## src/rtl/jnas_pkg.sv

```systemverilog
// Shared definitions for the Jacobi eight-neighbor average sweep.
// Widths, reset values, register indexes, item flags and the dimension clamp.
// No dependencies.
package jnas_pkg;

    localparam int DATA_W         = 32;
    localparam int DIM_W          = 11;
    localparam int CFG_IDX_W      = 2;
    localparam int MAX_WIDTH_DEF  = 1024;
    localparam int MAX_HEIGHT_DEF = 1024;

    localparam logic [DIM_W-1:0]  GRID_WIDTH_RST  = DIM_W'(1024);
    localparam logic [DIM_W-1:0]  GRID_HEIGHT_RST = DIM_W'(1024);
    localparam logic [DATA_W-1:0] THRESH_RST      = DATA_W'(65536);   // 1.0 in Q16.16

    // configuration register indexes
    localparam logic [CFG_IDX_W-1:0] REG_GRID_WIDTH  = CFG_IDX_W'(0);
    localparam logic [CFG_IDX_W-1:0] REG_GRID_HEIGHT = CFG_IDX_W'(1);
    localparam logic [CFG_IDX_W-1:0] REG_CONV_THRESH = CFG_IDX_W'(2);

    // per-item control bits that travel down the pipeline
    typedef struct packed {
        logic emit;         // interior cell, a result follows
        logic frame_last;   // last sample of the frame
    } jnas_flags_t;

    // Last index along one dimension: size clamped to [3, maxv], minus one.
    function automatic logic [31:0] dim_last(logic [DIM_W-1:0] dim, int maxv);
        logic [31:0] d;
        logic [31:0] res;
        d = 32'(dim);
        if (d < 32'd3)
        begin
            res = 32'd2;
        end
        else if (d > 32'(maxv))
        begin
            res = 32'(maxv) - 32'd1;
        end
        else
        begin
            res = d - 32'd1;
        end
        return res;
    endfunction

endpackage

```

## src/rtl/jnas_window.sv

```systemverilog
// 3x3 window: stage 1 holds the sample with its line store reads and shifts the
// window; stage 2 holds four pairwise sums of the eight neighbors and the center.
// Depends on jnas_pkg.
module jnas_window
    import jnas_pkg::*;
(
    input  logic                       clk,
    input  logic                       rst_n,
    input  logic                       load,
    input  logic signed [DATA_W-1:0]   sample,
    input  jnas_flags_t                flags_in,
    input  logic signed [DATA_W-1:0]   top,
    input  logic signed [DATA_W-1:0]   mid,
    output logic                       ready,
    output logic                       fire,
    output logic                       s2_valid,
    input  logic                       s2_ready,
    output logic signed [DATA_W:0]     pair0,
    output logic signed [DATA_W:0]     pair1,
    output logic signed [DATA_W:0]     pair2,
    output logic signed [DATA_W:0]     pair3,
    output logic signed [DATA_W-1:0]   center,
    output jnas_flags_t                s2_flags
);

    logic                     v1_reg, v1_next;
    logic signed [DATA_W-1:0] s1_reg;
    jnas_flags_t              flags1_reg;
    logic signed [DATA_W-1:0] win_reg [6];

    logic                     v2_reg, v2_next;
    logic signed [DATA_W:0]   pair_reg [4];
    logic signed [DATA_W-1:0] center_reg;
    jnas_flags_t              flags2_reg;

    logic load2;
    logic fire2;

    // non-interior items retire from stage 1 without needing stage 2
    assign fire2   = v2_reg && s2_ready;
    assign fire    = v1_reg && (!flags1_reg.emit || !v2_reg || s2_ready);
    assign ready   = !v1_reg || fire;
    assign load2   = fire && flags1_reg.emit;
    assign v1_next = load || (v1_reg && !fire);
    assign v2_next = load2 || (v2_reg && !fire2);

    always_ff @(posedge clk or negedge rst_n)
    begin
        if (!rst_n)
        begin
            v1_reg <= 1'b0;
            v2_reg <= 1'b0;
            for (int i = 0; i < 6; i++)
            begin
                win_reg[i] <= '0;
            end
        end
        else
        begin
            v1_reg <= v1_next;
            v2_reg <= v2_next;
            if (fire)
            begin
                win_reg[0] <= win_reg[1];
                win_reg[1] <= top;
                win_reg[2] <= win_reg[3];
                win_reg[3] <= mid;
                win_reg[4] <= win_reg[5];
                win_reg[5] <= s1_reg;
            end
        end
    end

    always_ff @(posedge clk)
    begin
        if (load)
        begin
            s1_reg     <= sample;
            flags1_reg <= flags_in;
        end
        if (load2)
        begin
            pair_reg[0] <= (DATA_W+1)'(win_reg[0]) + (DATA_W+1)'(win_reg[1]);
            pair_reg[1] <= (DATA_W+1)'(top)        + (DATA_W+1)'(win_reg[2]);
            pair_reg[2] <= (DATA_W+1)'(mid)        + (DATA_W+1)'(win_reg[4]);
            pair_reg[3] <= (DATA_W+1)'(win_reg[5]) + (DATA_W+1)'(s1_reg);
            center_reg  <= win_reg[3];
            flags2_reg  <= flags1_reg;
        end
    end

    assign s2_valid = v2_reg;
    assign pair0    = pair_reg[0];
    assign pair1    = pair_reg[1];
    assign pair2    = pair_reg[2];
    assign pair3    = pair_reg[3];
    assign center   = center_reg;
    assign s2_flags = flags2_reg;

endmodule

```

## config.mk

```make
export PLATFORM = sky130hd
export DESIGN_NAME = jnas_window
export DESIGN_NICKNAME = d
export VERILOG_FILES = /design/src/rtl/jnas_pkg.sv /design/src/rtl/jnas_window.sv
export SDC_FILE = /design/constraint.sdc
export NUM_CORES = 1
export LEC_CHECK = 0
export ABC_AREA = 1
export BUFFER_PORTS_ARGS = -buffer_cell sky130_fd_sc_hd__clkbuf_2
export CAP_MARGIN = 0
export CORE_MARGIN = 2
export CORE_UTILIZATION = 35
export CTS_BUF_LIST = sky130_fd_sc_hd__clkbuf_16
export CTS_CLUSTER_SIZE = 30
export DETAILED_ROUTE_END_ITERATION = 8
export GPL_TIMING_DRIVEN = 0
export PLACE_DENSITY = 0.63
export SLEW_MARGIN = 10
export SYNTH_ARGS = -nofsm -noshare
export SYNTH_HDL_FRONTEND = slang
export SYNTH_SLANG_ARGS = --single-unit
```

## constraint.sdc

```tcl
create_clock -name clk -period 9.3 [get_ports clk]
set_input_delay 0.465 -clock clk [delete_from_list [all_inputs] [get_ports clk]]
set_output_delay 0.465 -clock clk [all_outputs]
set_load 0.02 [all_outputs]
```

* After elaboration in Yosys (flattened, before gate mapping)
Memory sizes are Yosys's and may differ from the RTL's.
Index checks and enable logic that the tools add are counted.
** Word-level totals
- Input bits :: 102
- Memory bits (writable) :: 132
- Flip-flop bits (word level) :: 262
- Memories kept :: 1
- Output and inout bits :: 169
- Word-level logic and storage cells :: 36
** Memories
- pair_reg :: depth 4, bits a word 33, read ports 4, clocked after memory_dff 0, wr ports 4, line jnas_window.sv:32 : logic signed [DATA_W:0] pair_reg [4];
** Operators by class
- Mux-type cells :: 2
- Add/subtract/negate cells :: 4
- Reductions and logical operators :: 15
** Operators with widths (count)
- 32-bit by 32-bit adder with 33-bit output :: 4
- 1-bit logical AND :: 5
- 1-bit zero test :: 5
- 1-bit logical OR :: 5
- 1-bit two-way mux :: 2

* Logic depth before layout (Yosys ltp)
Gate-level depths: netlist of the first run.
- Word-level depth :: 7
- Mapped depth :: 12

* Worst setup path after synthesis of the first run
No wires, ideal clock.
- Path kind :: register to register
- Start :: register v2_reg, in the netlist s2_valid
- End :: register center_reg[0], in the netlist center[0], enable pin
- Path slack :: 4.370 ns
- Required time :: 8.781 ns
- Path buffers :: 2
- Arrival time :: 4.411 ns
- Stages on the path, launching flop included :: 6
- Cell sequence :: dfrtp_1 > a31oi_4 > buf_2 > buf_2 > nand2_1 > inv_1
** Between the ends
- Word-level cells in the longest chain between the ends :: 5
** Ends and longest elaborated chain
- start: declaration :: line jnas_window.sv:31 : logic v2_reg, v2_next;
- start signal: assignment :: line jnas_window.sv:61 : v2_reg <= v2_next;
- 1-bit zero test :: line jnas_window.sv:41 : assign fire = v1_reg && (!flags1_reg.emit || !v2_reg || s2_ready);
- 1-bit logical OR (2 in a row) :: line jnas_window.sv:41
- 1-bit logical AND :: line jnas_window.sv:41
- 1-bit logical AND :: line jnas_window.sv:43 : assign load2 = fire && flags1_reg.emit;
- via load2 :: line jnas_window.sv:36 : logic load2;
- end signal: assignment :: line jnas_window.sv:87 : center_reg <= win_reg[3];
- end: declaration :: line jnas_window.sv:33 : logic signed [DATA_W-1:0] center_reg;
The timed path passes the listed nets, and every way through them passes these cells.
A chain may end at the register's enable or synchronous reset.

==> results of run 1 <==
placed cells by master (no fill, tap or decap), drive strengths merged, types with 6 or more instances in the layout:
cell type	synthesis	final
ha	128	128
nand4	12	12
a21oi	80	80
nor2	157	157
bufinv	0	6
nand3	101	101
buf	38	41
inv	516	530
nor3	16	16
clkinv	0	18
clkbuf	4	322
xor2	55	55
o21ai	38	38
dfrtp	194	194
nand2	1525	1525
edfxtp	200	200
through the flow:
step / instances / utilization [%]
finish: 4307 / 41.8
global route: 4307 / 41.8
CTS: 4304 / 41.8
detailed placement: 4215 / 39.4
global placement: 4212 / 39.3
floorplan: 3087 / -
layout make-up:
| cell class | count | share of cell area [%] |
|---|---|---|
| antenna | 3 | 0.0277 |
| timing repair buffer | 274 | 5.37 |
| clock inverter | 40 | 1.32 |
| buffer | 42 | 0.813 |
| tap | 855 | 3.95 |
| clock buffer | 48 | 4.44 |
| multi-input combinational | 2135 | 36.8 |
| inverter | 516 | 7.18 |
| sequential | 394 | 40.1 |
worst min path at each step:
stage | end | cells after the start | slack, ns
2_1_floorplan | s2_valid$_DFF_PN0_ | 0 | 0.17
3_3_place_gp | s2_flags[0]$_DFFE_PP_ | 0 | 0.41
3_5_place_dp | win_reg[165]$_DFFE_PN0P_ | 1 | 0.31
4_1_cts | s1_reg[9]$_DFFE_PP_ | 1 | 0.02
5_1_grt | s1_reg[9]$_DFFE_PP_ | 1 | 0.02
6_report | s1_reg[12]$_DFFE_PP_ | 1 | 0.05
where the power goes:
| group | internal [µW] | switching (µW) | total, µW |
|---|---|---|---|
| clock | 1100 | 762 | 1870 |
| combinational | 633 | 1350 | 1990 |
| sequential | 2180 | 163 | 2350 |
layer usage:
metal | up-vias | global-route usage [%] | routed length, µm
met3 | 101 | 3.20 | 3360
li1 | 10100 | - | -
met1 | 8660 | 24.7 | 28900
met2 | 382 | 37.0 | 34500
met5 | - | 0 | 0
met4 | 0 | 5.43 | 1620
cells by family after synthesis:
| kind of cell | count (synthesis) |
|---|---|
| adder cells (fa/ha/maj) | 132 |
| buffers and inverters | 558 |
| AO/OA/AOI/OAI | 127 |
| AND/OR/NAND/NOR | 1816 |
| flip-flops | 394 |
| XOR/XNOR | 60 |
==> reports/results.tsv, run 1 <==
stage	metric	value	unit
clock_tree	clk_latency	0.60	ns
drt	firstDrtPassIters	5	
yosys	synthMuxAreaShare	0	%
cells_and_area	drive_gt1_share	11.9	%
worst_setup_path	reg2reg_depth	6	
clock_tree	post_cts_resized	0	
placement	dpl_cell_area	0.0255	mm²
sta	slew_violations	0	
floorplan	die_w	260	µm
cells_and_area	layout.area.seq	0.0109	mm²
job	maxCapViolations	0	
worst_setup_path	critPathKind	flop to flop	
floorplan	core_area	0.0647	mm²
floorplan	die_h	260	µm
worst_setup_path	worst-r2r-setup-slack	6.13	ns
clock_tree	cts_setup_buffers	0	
yosys	yosysMostFrequentCell	nand2_1	
worst_setup_path	endpoint_kind	flop	
worst_setup_path	startpoint_type	flop	
clock_tree	cts_made_buffers	47	
clock_tree	cts_sinks	394	
cells_and_area	stdcell_area	0.0271	mm²
yosys	synthXorXnorAreaFrac	2.29	%
yosys	yosysTopAreaCell	edfxtp_1	
sta	timing.slew.headroom	31.7	%
grt	grt_pass1_vias	18800	
worst_setup_path	path_cells	a31oi_4 -> buf_2 -> buf_2 -> nand2_1 -> inv_8 -> buf_16	
cells_and_area	syn2layout_area_growth	17.8	%
yosys	synthCells	3087	
yosys	ys_ff_latch	394	
drt	wl	68400	µm
power	p_total	6200	µW
drt	postRouteAntennaNets	0	
yosys	syn_area_per_cell	7.44	µm²
yosys	synth_compound_area_share	2.92	%
worst_setup_path	crit_top_cell	buf_2	
worst_setup_path	path_max_fanout	99	
min_path	worstHoldPathType	input port to flop	
clock_tree	clkSlewWorstSetupHoldPaths	0.06	ns
grt	grt_overflow	0	
floorplan	dieArea	0.0677	mm²
yosys	synth-simple-area-share	30.8	%
clock_tree	htree_levels	2	
yosys	synth_area	0.0230	mm²
worst_setup_path	crit_end	pair_reg[3][24]$_DFFE_PP_	
sta	final_hold_viol_count	0	
clock_tree	cts_buffer_depth	3	
sta	rsz0062_at_grt	no	
sta	fin_crit_sh	34.0	%
drt	wl_per_cell	15.9	µm
power	p_leak	0.0153	µW
yosys	synthAdderAreaFrac	7.32	%
sta	fmax	0.316	GHz
worst_setup_path	arrival	3.40	ns
worst_setup_path	critPathMaxStageDelay	0.54	ns
cells_and_area	fillCellCount	6739	
yosys	synth_top_area_share	26.1	%
drt	drt_iter0_drc	1176	
worst_setup_path	r2r-end	pair_reg[3][24]$_DFFE_PP_	
drt	route.vias.total	19300	
grt	grt_pass1_wl	104000	µm
sta	tns	0	ns
yosys	seq_area_frac_synth	47.3	%
cells_and_area	final_nets	3644	
yosys	synth_top_family_by_area	simple AND/OR/NAND/NOR gates	
floorplan	io_pins	271	
cells_and_area	multi_input_area	0.00996	mm²
power	ir_drop	0.139	mV
yosys	ys_top_cells_by_area	edfxtp_1 26%, nand2_1 25%, dfrtp_1 21%	
placement	io_buffers	270	
placement	place_ws	5.90	ns
yosys	synthArstFlopShare	49.2	%
min_path	min_from	sample[12]	
sta	fin_ws	6.13	ns
yosys	synth_edf_count	200	
floorplan	rows	93	
worst_setup_path	r2r_start	flags1_reg[1]$_DFFE_PP_	
floorplan	initial_core_util	35.5	%
placement	gp_congestion	0.930	
sta	tightest_slew	1.02	ns
yosys	syn_nets	3321	
worst_setup_path	slowest_stage	inv_8	
worst_setup_path	required	9.53	ns
grt	grt_max_degree	100	
worst_setup_path	startpoint	flags1_reg[1]$_DFFE_PP_	
worst_setup_path	path_depth	6	
drt	routed_via_density	4.47	
clock_tree	postCtsHoldBufs	1	
power	power-per-cell-area	229	mW/mm²
grt	antenna_found_initial	3	
grt	grt_use_total	20.3	%
drt	drc	0	
clock_tree	cts_root_buf	clkbuf_16	
sta	holdWs	0.0549	ns
status	run_status	finished clean	
sta	skew	0.0254	ns
sta	period_minus_slack	3.17	ns
yosys	ys.flop_type	edfxtp_1	
yosys	synthTopCellsByCount	1502 x nand2_1, 515 x inv_1, 200 x edfxtp_1, 194 x dfrtp_1, 157 x nor2_1	
yosys	ys_types	25	
placement	dp.final_hpwl	55400	µm
clock_tree	cts_tree	built	
cells_and_area	largest_reg_flops	192	
worst_setup_path	crit_family	buffers and inverters	
yosys	ys_warn_count	0	
sta	setup_viol	0	
worst_setup_path	path_buf_inv	4	
No activity file was read; power rests on OpenSTA's default activity.
==> inputs of run 2 (changes only) <==
Settings changed: ABC_AREA 1 to 0, PLACE_DENSITY 0.63 to 0.66.
Clock period 9.3 ns to 2.55 ns, I/O delays scaled along.
==> run 2 against run 1 <==
Compared with the run above: the flow now finishes with violations (setup timing); synthesized cell count is 37% lower; power rose to 3.7 times the previous value; clock power rose to 3.6 times the previous value; clock-buffer cell count shrank 1; synthesized area fell by 14%; setup slack got worse by 6.6 ns; die area shrank 13%.
==> reports/results.tsv, run 2 <==
stage	metric	value	unit
yosys	seq_area_frac_synth	54.7	%
power	internal_power	15400	µW
power	p_leak	0.0123	µW
cells_and_area	largest_reg_flops	192	
drt	firstDrtPassIters	6	
drt	drc	0	
sta	final_hold_viol_count	0	
power	p_sw_share	33.7	%
placement	io_buffers	270	
power	ir_drop	0.538	mV
yosys	synthCells	1959	
cells_and_area	final_nets	2695	
sta	setup_viol	46	
floorplan	die_h	242	µm
yosys	synthArstFlopShare	49.2	%
worst_setup_path	startpoint_type	flop	
worst_setup_path	endpoint_kind	flop	
cells_and_area	multi_input_area	0.0101	mm²
grt	antenna_found_initial	3	
grt	grt_overflow	0	
cells_and_area	final_cell_mix	642 x nand2_1, 280 x clkbuf_2, 200 x edfxtp_1, 192 x dfrtp_1, 100 x dlygate4sd3_1	
clock_tree	cts_root_buf	clkbuf_16	
sta	slew_violations	0	
clock_tree	clk_latency	0.57	ns
sta	skew	0.0168	ns
yosys	syn_area_per_cell	10.1	µm²
worst_setup_path	worst-r2r-setup-slack	-0.45	ns
power	power.switching	7810	µW
status	run_status	complete, but fails checks	
floorplan	dieArea	0.0586	mm²
yosys	ys_types	80	
power	power_frac_clock	28.9	%
grt	grt_pass1_vias	16400	
clock_tree	cts_made_buffers	45	
placement	gp_congestion	0.876	
clock_tree	clkSlewWorstSetupHoldPaths	0.06	ns
power	p_total	23200	µW
cells_and_area	syn2layout_area_growth	36.1	%
worst_setup_path	path_max_fanout	2	
clock_tree	cts_tree	built	
yosys	ys_ff_latch	394	
yosys	synth_area	0.0198	mm²
yosys	synth_edf_count	200	
drt	route.vias.total	16100	
floorplan	io_pins	271	
sta	tightest_slew	0.958	ns
yosys	yosysTopAreaCell	edfxtp_1	
worst_setup_path	arrival	3.31	ns
sta	fin_ws	-0.453	ns
yosys	synth_top_area_share	30.3	%
cells_and_area	drive_gt1_share	26.0	%
floorplan	rows	87	
clock_tree	htree_levels	2	
sta	timing.slew.headroom	36.2	%
status	violations	setup timing	
yosys	ys_top_cells_by_area	edfxtp_1 30%, dfrtp_1 24%, nand2_1 12%	
yosys	ys.flop_type	edfxtp_1	
grt	grt_max_degree	89	
job	maxCapViolations	0	
sta	fin_crit_sh	118	%
drt	wl	58400	µm
cells_and_area	final_common_cell	nand2_1	
drt	drt_iter0_drc	774	
clock_tree	cts_sinks	394	
floorplan	die_w	242	µm
sta	fmax	0.333	GHz
floorplan	initial_core_util	35.3	%
grt	grt_use_total	19.4	%
power	p_seq_share	37.1	%
grt	grt_pass1_wl	89900	µm
placement	dp.final_hpwl	42500	µm
power	power-per-cell-area	858	mW/mm²
worst_setup_path	critPathKind	flop to flop	
drt	postRouteAntennaNets	0	
floorplan	core_area	0.0562	mm²
cells_and_area	fillCellCount	5110	
worst_setup_path	r2r_start	win_reg[96]$_DFFE_PN0P_	
power	p_comb_share	34.0	%
placement	place_ws	-0.744	ns
drt	routed_via_density	4.94	
cells_and_area	stdcell_count	3256	
clock_tree	cts_buffer_depth	3	
min_path	worstHoldPathType	input port to asynchronous set/reset pin	
worst_setup_path	required	2.86	ns
drt	wl_per_cell	17.9	µm
cells_and_area	layout.area.seq	0.0109	mm²
worst_setup_path	startpoint	win_reg[96]$_DFFE_PN0P_	
sta	period_minus_slack	3.00	ns
yosys	ys_warn_count	0	
yosys	yosysMostFrequentCell	nand2_1	
yosys	synthTopCellsByCount	649 x nand2_1, 200 x edfxtp_1, 194 x dfrtp_1, 128 x ha_1, 116 x a21oi_1	
sta	rsz0062_at_grt	yes	
placement	place_inst	2990	
sta	holdWs	0.0812	ns
yosys	syn_nets	2193	
==> run 2: changes by cell type in the layout (fill, tap and decap cells not counted), moves of 32 or more <==
cell and delta:
ha_1 -41, dlygate4sd3_1 +99, buf_4 +68, nand3_1 -75, buf_2 -32, xnor2_1 +50, nor2_1 -80, clkbuf_1 +33
a21o_1 +53, nand2_1 -860, inv_1 -482, ha_4 +34
==> run 2: power groups by stage <==
stage | logic (µW) | clock network (µW) | registers, µW
detailed placement | 6320 | 0 | 8690
floorplan | 4010 | 0 | 9010
global placement | 6190 | 0 | 8670
global route | 8620 | 7120 | 8720
finish | 7870 | 6700 | 8610
CTS | 7370 | 6870 | 8600
==> run 2: path summary, 6_finish.rpt <==
| path | to | cells after the start |
|---|---|---|
| max | pair_reg[1][22]$_DFFE_PP_ | 10 |
| min | win_reg[1]$_DFFE_PN0P_ | 3 |
| max reg2reg | pair_reg[1][22]$_DFFE_PP_ | 10 |
| min reg2reg | s2_flags[0]$_DFFE_PP_ | 0 |
| max in group asynchronous | win_reg[126]$_DFFE_PN0P_ | 4 |
| min in group clk | pair_reg[1][3]$_DFFE_PP_ | 3 |
==> run 2: logic make-up (layout without fill, tap and decap cells) <==
| kind of cell | Yosys count | in the layout | synth area share (%) |
|---|---|---|---|
| and+or+nand+nor | 875 | 875 | 18.3 |
| DFF | 394 | 394 | 54.7 |
| AOI/OAI and AO/OA | 358 | 358 | 12.1 |
| adders and majority gates | 132 | 132 | 8.48 |
| xor gates and xnor gates | 103 | 103 | 4.55 |
| buffers and inverters | 95 | 634 | 1.81 |
| muxes | 2 | 2 | 0.101 |
| other | 0 | 2 | 0 |
==> run 2: per-stage QoR <==
step	area, µm²	utilization (%)	setup TNS (ns)
after CTS	26300	46.8	-9.80
final	27000	48.1	-8.67
after floorplan	20000	-	-0.578
after detailed placement	22400	39.9	-23.08
after global routing	27000	48.1	-13.38
after global placement	22300	39.7	-531.89
==> run 2: layer usage <==
layer  up-vias  global-route usage, %  routed length, µm
met1      7680                   23.3              24300
met3       114                   3.80               2910
met2       429                   34.5              29200
met5         -                      0                 29
li1       7855                      -                  -
met4         4                   6.77               1920
==> run 2: layout make-up <==
cell class	count	area share (%)
Antenna cell	2	0.0185
Buffer	55	0.843
Clock buffer	47	4.36
Clock inverter	37	1.32
Inverter	31	0.431
Multi-Input combinational cell	1470	37.4
Sequential cell	394	40.2
Tap cell	756	3.50
Timing Repair Buffer	464	11.9
==> run 2: worst max-delay path, stage by stage, from the launching register on <==
cell and delay [ns]:
dfrtp_1 0.40, ha_2 0.20, fa_2 0.37, a211oi_4 0.28, o21ai_2 0.12, a41o_2 0.31, a211oi_4 0.25, nor3b_2 0.10
o41a_1 0.41, buf_4 0.18, xor2_1 0.13
==> run 2: what timing repair did <==
action,CTS,global route
hold endpoints to repair,217,0
setup endpoints to repair,98,90
gates resized for setup,175,102
hold buffers,101,0
pin swaps,81,78
buffers inserted,57,39
