File: config.mk
export PLATFORM = sky130hd
export DESIGN_NAME = jnas_reduce
export DESIGN_NICKNAME = d
export VERILOG_FILES = /design/src/rtl/jnas_pkg.sv /design/src/rtl/jnas_reduce.sv
export SDC_FILE = /design/constraint.sdc
export NUM_CORES = 1
export LEC_CHECK = 0
export ABC_AREA = 0
export BUFFER_PORTS_ARGS = -buffer_cell sky130_fd_sc_hd__buf_2
export CAP_MARGIN = 20
export CELL_PAD_IN_SITES_DETAIL_PLACEMENT = 0
export CELL_PAD_IN_SITES_GLOBAL_PLACEMENT = 2
export CORE_AREA = 3 3 214 174
export DETAILED_ROUTE_END_ITERATION = 10
export DIE_AREA = 0 0 217 177
export HOLD_SLACK_MARGIN = 0.02
export PLACE_DENSITY_LB_ADDON = 0.08
export REMOVE_ABC_BUFFERS = 1
export SYNTH_ARGS = -nofsm -noshare
export SYNTH_HDL_FRONTEND = slang
export SYNTH_SLANG_ARGS = --single-unit
File: constraint.sdc
create_clock -name clk -period 7.8 [get_ports clk]
set_input_delay 1.56 -clock clk [delete_from_list [all_inputs] [get_ports clk]]
set_output_delay 1.56 -clock clk [all_outputs]
set_load 0.05 [all_outputs]
File: src/rtl/jnas_pkg.sv
// Shared definitions for the Jacobi eight-neighbor average sweep.
// Widths, reset values, register indexes, item flags and the dimension clamp.
// No dependencies.
package jnas_pkg;

    localparam int DATA_W         = 32;
    localparam int DIM_W          = 11;
    localparam int CFG_IDX_W      = 2;
    localparam int MAX_WIDTH_DEF  = 1024;
    localparam int MAX_HEIGHT_DEF = 1024;

    localparam logic [DIM_W-1:0]  GRID_WIDTH_RST  = DIM_W'(1024);
    localparam logic [DIM_W-1:0]  GRID_HEIGHT_RST = DIM_W'(1024);
    localparam logic [DATA_W-1:0] THRESH_RST      = DATA_W'(65536);   // 1.0 in Q16.16

    // configuration register indexes
    localparam logic [CFG_IDX_W-1:0] REG_GRID_WIDTH  = CFG_IDX_W'(0);
    localparam logic [CFG_IDX_W-1:0] REG_GRID_HEIGHT = CFG_IDX_W'(1);
    localparam logic [CFG_IDX_W-1:0] REG_CONV_THRESH = CFG_IDX_W'(2);

    // per-item control bits that travel down the pipeline
    typedef struct packed {
        logic emit;         // interior cell, a result follows
        logic frame_last;   // last sample of the frame
    } jnas_flags_t;

    // Last index along one dimension: size clamped to [3, maxv], minus one.
    function automatic logic [31:0] dim_last(logic [DIM_W-1:0] dim, int maxv);
        logic [31:0] d;
        logic [31:0] res;
        d = 32'(dim);
        if (d < 32'd3)
        begin
            res = 32'd2;
        end
        else if (d > 32'(maxv))
        begin
            res = 32'(maxv) - 32'd1;
        end
        else
        begin
            res = d - 32'd1;
        end
        return res;
    endfunction

endpackage

File: src/rtl/jnas_reduce.sv
// Stage 3: eight-neighbor sum and floor divide by 8 (arithmetic shift).
// Stage 4: absolute change from the old center value.
// Depends on jnas_pkg.
module jnas_reduce
    import jnas_pkg::*;
(
    input  logic                     clk,
    input  logic                     rst_n,
    input  logic                     in_valid,
    output logic                     in_ready,
    input  logic signed [DATA_W:0]   pair0,
    input  logic signed [DATA_W:0]   pair1,
    input  logic signed [DATA_W:0]   pair2,
    input  logic signed [DATA_W:0]   pair3,
    input  logic signed [DATA_W-1:0] center,
    input  jnas_flags_t              flags_in,
    output logic                     s4_valid,
    input  logic                     s4_ready,
    output logic signed [DATA_W-1:0] mean,
    output logic [DATA_W-1:0]        change,
    output jnas_flags_t              s4_flags
);

    logic                     v3_reg, v3_next;
    logic signed [DATA_W-1:0] mean3_reg;
    logic signed [DATA_W-1:0] center3_reg;
    jnas_flags_t              flags3_reg;

    logic                     v4_reg, v4_next;
    logic signed [DATA_W-1:0] mean4_reg;
    logic [DATA_W-1:0]        change4_reg;
    jnas_flags_t              flags4_reg;

    logic                     load3, fire3, fire4;
    logic signed [DATA_W+2:0] sum;
    logic signed [DATA_W:0]   diff;
    logic signed [DATA_W:0]   diff_abs;

    assign fire4    = v4_reg && s4_ready;
    assign fire3    = v3_reg && (!v4_reg || s4_ready);
    assign in_ready = !v3_reg || fire3;
    assign load3    = in_valid && in_ready;
    assign v3_next  = load3 || (v3_reg && !fire3);
    assign v4_next  = fire3 || (v4_reg && !fire4);

    assign sum = (DATA_W+3)'(pair0) + (DATA_W+3)'(pair1)
               + (DATA_W+3)'(pair2) + (DATA_W+3)'(pair3);

    assign diff     = (DATA_W+1)'(mean3_reg) - (DATA_W+1)'(center3_reg);
    assign diff_abs = diff[DATA_W] ? -diff : diff;

    always_ff @(posedge clk or negedge rst_n)
    begin
        if (!rst_n)
        begin
            v3_reg <= 1'b0;
            v4_reg <= 1'b0;
        end
        else
        begin
            v3_reg <= v3_next;
            v4_reg <= v4_next;
        end
    end

    always_ff @(posedge clk)
    begin
        if (load3)
        begin
            mean3_reg   <= sum[DATA_W+2:3];   // floor of sum / 8
            center3_reg <= center;
            flags3_reg  <= flags_in;
        end
        if (fire3)
        begin
            mean4_reg   <= mean3_reg;
            change4_reg <= diff_abs[DATA_W-1:0];
            flags4_reg  <= flags3_reg;
        end
    end

    assign s4_valid = v4_reg;
    assign mean     = mean4_reg;
    assign change   = change4_reg;
    assign s4_flags = flags4_reg;

endmodule

==> Yosys cells after proc, flatten, opt, wreduce, memory -nomap -nowiden <==
Cells that the tools add are included.
{ "totals": {"reg_bits": 134} }
{ "op_classes": {"addsub": 5, "muxes": 1, "n_reduce_logical": 13} }
{ "ops": {"columns": ["op", "n"], "rows": [
  ["adder 34 x 33 -> 35 bit", 1],
  ["adder 35 x 33 -> 35 bit", 1],
  ["adder 33 x 33 -> 34 bit", 1],
  ["subtractor 32 x 32 -> 33 bit", 1],
  ["2-to-1 mux 32 bit", 1],
  ["negator 32 bit", 1],
  ["logical AND 1 bit", 5],
  ["logical NOT 1 bit", 4],
  ["logical OR 1 bit", 4]
]} }

==> Longest topological paths before layout <==
Gate-level depths: netlist (run 1).
{ "depth": {"word_depth": 6, "mapped_depth": 15, "ltp_nobuf": 15} }

==> Least setup slack after synthesis (run 1) <==
No wires, ideal clock.
{ "synth_path": {"path_kind": "input to register", "start": "in pair0[13]", "end": "reg mean3_reg[18], data pin", "setup_time_ns": 0.162, "arrival_time_ns": 5.019, "required_ns": 7.638, "slack_ns": 2.619, "path_stages": 15, "path_cell_list": "inv_1 > fa_1 > fa_1 > inv_1 > ha_1 > a21oi_1 > o21ai_0 > a21o_1 > a21o_1 > a21o_1 > o21ai_0 > a21boi_0 > o21a_1 > or4b_2 > o2111ai_1"} }
{ "synth_between": {"elab_chain_len": 3} }
{ "synth_lines": {"columns": ["element", "line_no", "rtl"], "rows": [
  ["from (decl)", "jnas_reduce.sv:11", "input logic signed [DATA_W:0] pair0,"],
  ["adder 33 x 33 -> 34 bit", "jnas_reduce.sv:46", "assign sum = (DATA_W+3)'(pair0) + (DATA_W+3)'(pair1)"],
  ["adder 34 x 33 -> 35 bit", "jnas_reduce.sv:47", "+ (DATA_W+3)'(pair2) + (DATA_W+3)'(pair3);"],
  ["adder 35 x 33 -> 35 bit", "jnas_reduce.sv:47", null],
  ["named net sum[21]", "jnas_reduce.sv:35", "logic signed [DATA_W+2:0] sum;"],
  ["to (signal assigned)", "jnas_reduce.sv:70", "mean3_reg <= sum[DATA_W+2:3];"],
  ["to (decl)", "jnas_reduce.sv:25", "logic signed [DATA_W-1:0] mean3_reg;"]
]} }
The timed path passes the listed nets, and every way through them passes these cells.
A chain may end at the register's enable or synchronous reset.

==> Worst setup path after layout (run 1) <==
{ "layout_path": {"start": "in pair0[2]", "end": "reg mean3_reg[31], data pin"} }
Same word-level chain as after synthesis.

==> impl_metrics.yaml, run 1 <==
timing:
  period_needed_ps: 5627
  clock_skew_ps: 7.866
  rsz0062_at_grt: "false"
  fin_setup_tns_ps: 0
  worst_slack_ps: 2173
  finalCritPeriodShare_pct: 72.14
  slew_viol_final: 0
  hold_violations: 0
  max_freq_mhz: 177.7
  setup_violations: 0
  worstMarginPinSlew_ps: 988.6
  maxSlewHeadroom_pct: 34.09
place:
  dpl.hpwl_mm: 22.23
  io_buffers: 237
  gp_congestion: 0.7552
  placed_area_mm2: 0.01225
  dp_slack_ps: 1738
drt:
  drc: 0
  firstDrtPassIters: 5
  first_iter_violations: 372
  wl_mm: 26.72
  num_vias: 7781
  antenna_left: 0
  vias_per_cell: 4.406
  detail_route.wl_per_cell_um: 15.13
synthesis:
  synth-edff-count: 132
  synth_simple_gate_area_share_pct: 11.49
  yosysMostFrequentCell: "inv_1"
  netlist.area_leader.share_pct: 37.49
  synth_fa_ha_area_share_pct: 20.38
  ys_ff_latch: 134
  netlist_top_cells_count: "inv_1, edfxtp_1, fa_1"
  synth_top_family_by_area: "adder cells"
  netlist_area_mm2: 0.01057
  yosys_warnings: 0
  synth_cells: 1051
  async_reset_ff_share_pct: 1.493
  yosysTopAreaCell: "edfxtp_1"
  synth_xor_area_share_pct: 5.703
  postSynthAreaPerCell_um2: 10.06
  netlist_top_cells_area: "edfxtp_1, fa_1, inv_1, ha_1, xnor2_1"
  synth_compound_area_share_pct: 14.70
  synthFlopType: "edfxtp_1"
  synthMuxAreaShare_pct: 0.3905
  synthDistinctLibCells: 85
  yosysSeqAreaShare_pct: 37.96
clock_network:
  cts_hold_buf: 0
  h-tree-depth: 4
  cts_buffers: 17
  cts_root_buffer: "clkbuf_16"
  clk_path_buf_depth: 2
  cts_tree: "built"
  cts-resized-gates: 0
  path_clk_slew_ps: 60
  cts_sinks: 134
  clk_latency_ps: 410
  cts_setup_buffers: 0
grt:
  grt_max_degree: 67
  track_usage_pct: 14.13
  grt_pass1_vias: 7930
  grt_overflow: 0
  grt_pass1_wl_mm: 42.83
  antenna_found_initial: 2
setup_path:
  crit_slowest_cell: "a311oi_1"
  cp_top_family: "compound AO/OA/AOI/OAI gates"
  max_stage_delay_ps: 600
  path_class: "in -> reg"
  cp-start-kind: "input port"
  end_kind: "register"
  critPathArrivalTime_ps: 5790
  crit_chain: "buf_2 > inv_1 > fa_1 > inv_1 > fa_1 > ha_1 > nor4bb_1 > o21a_1 > o21ai_0 > a21o_1 > a211oi_1 > o2111ai_1 > a311oi_1 > o2111ai_1 > nand3b_1 > xnor2_1"
  cp_num_buf_inv: 3
  crit_path_max_fanout: 4
  required_ps: 7960
min_path:
  min_path_type: "reg -> reg"
power_and_ir_drop:
  p_per_area_mw_per_mm2: 355.8
  leakagePower_nw: 5.899
  ir_drop_v: 0.0001994
floorplan:
  fp-row-count: 61
  io_pins: 238
  fp.dieH_um: 177
  core_area_mm2: 0.03496
  initial_core_util_pct: 30.25
  dieArea_mm2: 0.03841
  die_w_um: 217
cells_and_area:
  fin_nets: 1583
  area_growth_pct: 21.07
  n_antenna_cell: 0
  fin_area_mm2: 0.01280
  drive_gt1_share_pct: 23.18
  fill_cells: 3662
flow_run:
  cap_violations: 0
run_status:
  status: "completed"
-- per-layer routing --
layer / track usage [%] / routed length [um] / up-vias
li1: - / - / 4044
met1: 21.40 / 14130 / 3565
met2: 20.53 / 11110 / 151
met3: 3.123 / 1175 / 17
met4: 3.097 / 277 / 4
met5: 0 / 21 / -
-- power breakdown --
group / internal (mW) / switching (mW) / total (mW)
clock: 0.439 / 0.325 / 0.764
sequential: 1.14 / 0.0893 / 1.22
combinational: 0.895 / 1.67 / 2.57
-- path summary, 6_finish.rpt --
check | start | endpoint | slack (ps) | cells after the start
worst min-delay path | flags3_reg[0] | s4_flags[0] | 420 | 0
worst min register to register | flags3_reg[0] | s4_flags[0] | 420 | 0
worst max register to register | mean3_reg[0] | change[26] | 3630 | 14
max in group asynchronous | rst_n | v3_reg | 6790 | 1
min in group asynchronous | rst_n | s4_valid | 920 | 1
worst max-delay path | pair0[2] | mean3_reg[31] | 2170 | 16
-- per-stage QoR --
stage | total power, mW | hold WS, ps | util (%) | instances
2_1_floorplan | 3.196 | 400.3 | - | 1025
3_3_place_gp | 3.830 | 402.3 | 35.03 | 1734
3_5_place_dp | 3.823 | 407.4 | 35.03 | 1734
4_1_cts | 4.612 | 422.9 | 36.62 | 1766
5_1_grt | 4.940 | 433.8 | 36.62 | 1766
6_report | 4.555 | 421.1 | 36.62 | 1766
-- cell usage in the layout, fill, tap and decap left out, types with 12 or more instances in the layout --
master and instances:
inv_1 235, nand2_1 45, edfxtp_1 132, nand4_1 14, ha_1 65, nor2_1 56, a21o_1 18, xnor2_1 42
xor2_1 25, o21ai_0 31, fa_1 67, buf_2 237, clkbuf_16 17, nand3_1 12, a21oi_1 62, nor3_1 23
-- final cells by class --
type                       count  area (um2)  area share (%)
sequential                   134        4014           31.35
timing repair buffer         237        1186           9.265
clock buffer                  18       429.2           3.352
tap                          472       590.6           4.613
multi-input combinational    656        5573           43.53
inverter                     235       882.1           6.890
clock inverter                14       127.6          0.9969
-- cells by family (layout without fill, tap and decap cells) --
| kind of cell | Yosys count | count (layout) |
|---|---|---|
| buffers and inverters | 261 | 504 |
| and+or+nand+nor | 229 | 229 |
| AOI/OAI and AO/OA | 223 | 223 |
| DFF | 134 | 134 |
| adders and majority gates | 132 | 132 |
| xor gates and xnor gates | 68 | 68 |
| muxes | 4 | 4 |
Note: power is estimated with default switching activity, not from simulation.
==> run 2, diff against run 1 <==
- clock period: 7.8 -> 5.5 ns (I/O delays scaled with it)
==> run 2 against run 1 <==
Net effect: die area unchanged; setup slack worse by 1700 ps; critical path type unchanged; via count up 0.81%; largest power group unchanged.
==> impl_metrics.yaml, run 2 (synthesis gave the netlist of run 1 again) <==
drt:
  num_vias: 7844
  drc: 0
  firstDrtPassIters: 4
  vias_per_cell: 4.434
  antenna_left: 0
  first_iter_violations: 472
  detail_route.wl_per_cell_um: 15.14
  wl_mm: 26.78
floorplan:
  dieArea_mm2: 0.03841
  die_w_um: 217
  fp.dieH_um: 177
  io_pins: 238
  fp-row-count: 61
  initial_core_util_pct: 30.25
  core_area_mm2: 0.03496
timing:
  max_freq_mhz: 200.5
  clock_skew_ps: 11.81
  rsz0062_at_grt: "false"
  worst_slack_ps: 513.3
  period_needed_ps: 4987
  finalCritPeriodShare_pct: 90.67
  fin_setup_tns_ps: 0
  hold_violations: 0
  maxSlewHeadroom_pct: 34.09
  worstMarginPinSlew_ps: 988.7
  slew_viol_final: 0
  setup_violations: 0
power_and_ir_drop:
  ir_drop_v: 0.0002480
  leakagePower_nw: 5.929
  p_per_area_mw_per_mm2: 505.6
grt:
  antenna_found_initial: 1
  grt_overflow: 0
  track_usage_pct: 14.23
  grt_pass1_wl_mm: 43.14
  grt_max_degree: 67
  grt_pass1_vias: 7900
clock_network:
  clk_path_buf_depth: 2
  h-tree-depth: 4
  cts_root_buffer: "clkbuf_16"
  clk_latency_ps: 420
  path_clk_slew_ps: 60
  cts-resized-gates: 0
  cts_sinks: 134
  cts_tree: "built"
  cts_hold_buf: 0
  cts_buffers: 17
  cts_setup_buffers: 0
cells_and_area:
  drive_gt1_share_pct: 23.13
  final_cell_mix: "buf_2, inv_1, edfxtp_1, fa_1, ha_1"
  fin_nets: 1586
  n_antenna_cell: 0
  layout_commonest_cell: "buf_2"
  area_growth_pct: 21.35
min_path:
  hold_start: "flags3_reg[0]"
  worstHoldPathCells: 0
  min_to: "s4_flags[0]"
  min_path_type: "reg -> reg"
place:
  io_buffers: 237
  dp_slack_ps: 51.84
  gp_congestion: 0.7746
  dpl.hpwl_mm: 22.20
flow_run:
  cap_violations: 0
setup_path:
  r2r_slack_ps: 1400
  end_kind: "register"
  path_class: "in -> reg"
  r2r-end: "change[1]"
  reg2reg_from: "mean3_reg[11]"
  critPathLaunch: "pair0[2]"
  crit_path_max_fanout: 4
  reg2regPathDepth: 10
  required_ps: 5670
  cp-start-kind: "input port"
  critPathArrivalTime_ps: 5150
run_status:
  status: "completed"
[run 2: per-stage QoR]
stage / power [mW] / util (%) / cells / cell area [um2] / hold WS (ps)
detailed placement: 5.437 / 35.10 / 1737 / 12270 / 407.4
global placement: 5.442 / 35.10 / 1737 / 12270 / 401.3
global route: 7.051 / 36.71 / 1769 / 12830 / 428.6
floorplan: 4.533 / - / 1025 / 10460 / 400.3
CTS: 6.579 / 36.71 / 1769 / 12830 / 422.9
finish: 6.487 / 36.71 / 1769 / 12830 / 421.1
[run 2: worst max-delay path by stage]
stage | endpoint | slack, ps | cells past startpoint
finish | mean3_reg[29] | 510 | 17
global route | mean3_reg[31] | 70 | 17
CTS | mean3_reg[31] | 470 | 17
global placement | mean3_reg[31] | 90 | 17
detailed placement | mean3_reg[29] | 50 | 17
floorplan | mean3_reg[18] | 780 | 15
[run 2: critical path, stage by stage]
cell	delay (ps)
buf_2	70
inv_1	50
fa_1	520
inv_1	50
fa_1	450
ha_1	290
nor4bb_1	320
o21a_1	210
o21ai_0	170
a21o_1	250
a211oi_1	520
o2111ai_1	310
a311oi_1	340
buf_4	180
o21a_1	140
nor2_1	60
xnor2_1	110
[run 2: layout make-up]
| cell class | instances | area, um2 |
|---|---|---|
| Clock inverter | 14 | 133.9 |
| Fill cell | 3678 | 22130 |
| Multi-Input combinational cell | 656 | 5573 |
| Sequential cell | 134 | 4014 |
| Inverter | 235 | 882.1 |
| Tap cell | 472 | 590.6 |
| Timing Repair Buffer | 240 | 1209 |
| Clock buffer | 18 | 429.2 |
[run 2: layer usage]
| metal | GRT usage (%) | wire (um) | up-vias |
|---|---|---|---|
| met1 | 21.86 | 14140 | 3634 |
| met4 | 2.934 | 181 | 2 |
| met5 | 0 | 17 | - |
| met3 | 3.261 | 1263 | 14 |
| met2 | 20.30 | 11170 | 141 |
| li1 | - | - | 4053 |
[run 2: report_power, final]
group | internal, mW | leakage (nW) | switching, mW
registers | 1.61 | 1.29 | 0.119
clock network | 0.662 | 0.265 | 0.443
logic | 1.28 | 4.38 | 2.37
==> run 3, diff against run 2 <==
- CORE_AREA: 3 3 214 174 -> 10 10 206 169
- DIE_AREA: 0 0 217 177 -> 0 0 216 179
==> run 3 against run 2 <==
Net effect: sequential share of layout area increased by 0.074 points; global-route usage decreased by 0.11 points; power rose by 1.1%; register-to-register slack got worse by 50 ps; utilization grew 4.8 points; clock skew down 2.3 ps; count of clock-buffer cells in the layout down 1; fmax grew 0.66%; hold slack better by 3.8 ps; largest cell class unchanged; highest routed layer unchanged.
==> impl_metrics.yaml, run 3 (synthesis gave the netlist of run 1 again) <==
drt:
  drt-met1-wl_mm: 13.99
  vias_per_cell: 4.552
  wl_mm: 27.31
  firstDrtPassIters: 4
  detail_route.wl_per_cell_um: 15.89
  drc: 0
  num_vias: 7825
  wl_met2_mm: 11.37
  first_iter_violations: 346
  antenna_left: 0
  highest_layer: "met5"
  route.met3.wl_mm: 1.634
clock_network:
  cts_buffers: 17
  path_clk_slew_ps: 60
  clk_latency_ps: 420
  clk_path_buf_depth: 2
  cts_sinks: 134
  cts_hold_buf: 0
  h-tree-depth: 4
  cts_tree: "built"
  cts_setup_buffers: 0
  cts_root_buffer: "clkbuf_16"
  cts-resized-gates: 0
setup_path:
  crit_chain: "buf_2 > inv_1 > fa_1 > inv_1 > fa_1 > ha_1 > nor4bb_1 > o21a_1 > o21ai_0 > a21o_1 > a211oi_1 > o2111ai_1 > a311oi_1 > buf_4 > o2111ai_1 > nand3b_1 > xnor2_1"
  crit_slowest_cell: "fa_1"
  critPathArrivalTime_ps: 5120
  cp-start-kind: "input port"
  required_ps: 5670
  max_stage_delay_ps: 530
  crit_path_max_fanout: 4
  end_kind: "register"
  cp_top_family: "compound AO/OA/AOI/OAI gates"
  path_class: "in -> reg"
  cp_num_buf_inv: 4
floorplan:
  io_pins: 238
  core_area_mm2: 0.03084
  initial_core_util_pct: 34.28
  fp.dieH_um: 179
  fp-row-count: 58
  dieArea_mm2: 0.03866
  die_w_um: 216
cells_and_area:
  layout_commonest_cell: "buf_2"
  drive_gt1_share_pct: 23.24
  fin_cells: 1719
  area_growth_pct: 21.06
  fin_area_mm2: 0.01280
  fill_cells: 3095
  final_cell_mix: "buf_2, inv_1, edfxtp_1, fa_1, ha_1"
  fin_nets: 1584
timing:
  slew_viol_final: 0
  hold_violations: 0
  worstMarginPinSlew_ps: 963.8
  finalCritPeriodShare_pct: 90.07
  period_needed_ps: 4954
  setup_violations: 0
  max_freq_mhz: 201.9
  maxSlewHeadroom_pct: 35.75
  hold-worst-slack_ps: 424.9
  rsz0062_at_grt: "false"
  clock_skew_ps: 9.483
  fin_setup_tns_ps: 0
grt:
  grt_pass1_vias: 7999
  track_usage_pct: 14.11
  antenna_found_initial: 4
  grt_max_degree: 67
  grt_overflow: 0
  grt_pass1_wl_mm: 43.48
power_and_ir_drop:
  leakagePower_nw: 5.937
  ir_drop_v: 0.0002058
  finalPower_mw: 6.555
  p_per_area_mw_per_mm2: 512.1
min_path:
  min_path_type: "reg -> reg"
place:
  io_buffers: 237
  placed_area_mm2: 0.01219
  dp_cells: 1683
  gp_congestion: 0.8006
  dpl.hpwl_mm: 22.80
flow_run:
  cap_violations: 0
run_status:
  status: "completed"
run 3: metal layers:
layer	GRT usage, %	vias to the layer above
li1	-	4061
met2	19.96	137
met5	0	-
met1	20.30	3610
met4	3.489	2
met3	4.553	15
run 3: final cells by class:
class,instances,area (um2),share of cell area [%]
flip-flops and latches,134,4014,31.36
repair buffers,238,1194,9.325
clock buffers,17,425.4,3.323
multi-input cells,656,5573,43.53
well taps,420,525.5,4.105
inverters,235,882.1,6.891
diodes,4,10.01,0.07819
clock inverters,15,177.7,1.388
run 3: per-stage QoR:
step                      utilization (%)  setup WS (ps)
final                               41.51          545.9
after global routing                41.48          236.9
after CTS                           41.47          499.0
after detailed placement            39.52          67.60
after global placement              39.52          156.2
after floorplan                         -          779.0
run 3: worst paths after layout:
| check | startpoint | end | slack, ps | cells after the start |
|---|---|---|---|---|
| max in group asynchronous | rst_n | v3_reg | 4960 | 1 |
| worst max register to register | mean3_reg[0] | change[26] | 1350 | 14 |
| worst min-delay path | flags3_reg[1] | s4_flags[1] | 420 | 0 |
| min in group asynchronous | rst_n | s4_valid | 450 | 1 |
| worst max-delay path | pair0[2] | mean3_reg[31] | 550 | 17 |
| worst min register to register | flags3_reg[1] | s4_flags[1] | 420 | 0 |
run 3: report_power, final:
part	total [mW]	switching [mW]	internal, mW	leakage [nW]
sequential	1.72	0.116	1.61	1.29
clock	1.18	0.469	0.715	0.284
combinational	3.65	2.37	1.27	4.37
total	6.56	2.96	3.60	5.94
run 3: worst register-to-register path, stage by stage, from the launching register on:
cell and delay [ps]:
edfxtp_1 430, inv_1 80, ha_1 170, inv_1 60, fa_1 430, a21o_1 200
a2111oi_0 550, o211ai_1 220, a21oi_1 270, and3_1 220, nor3b_1 440, nand4_1 290
nor3_4 260, a21oi_1 110, xor2_1 190
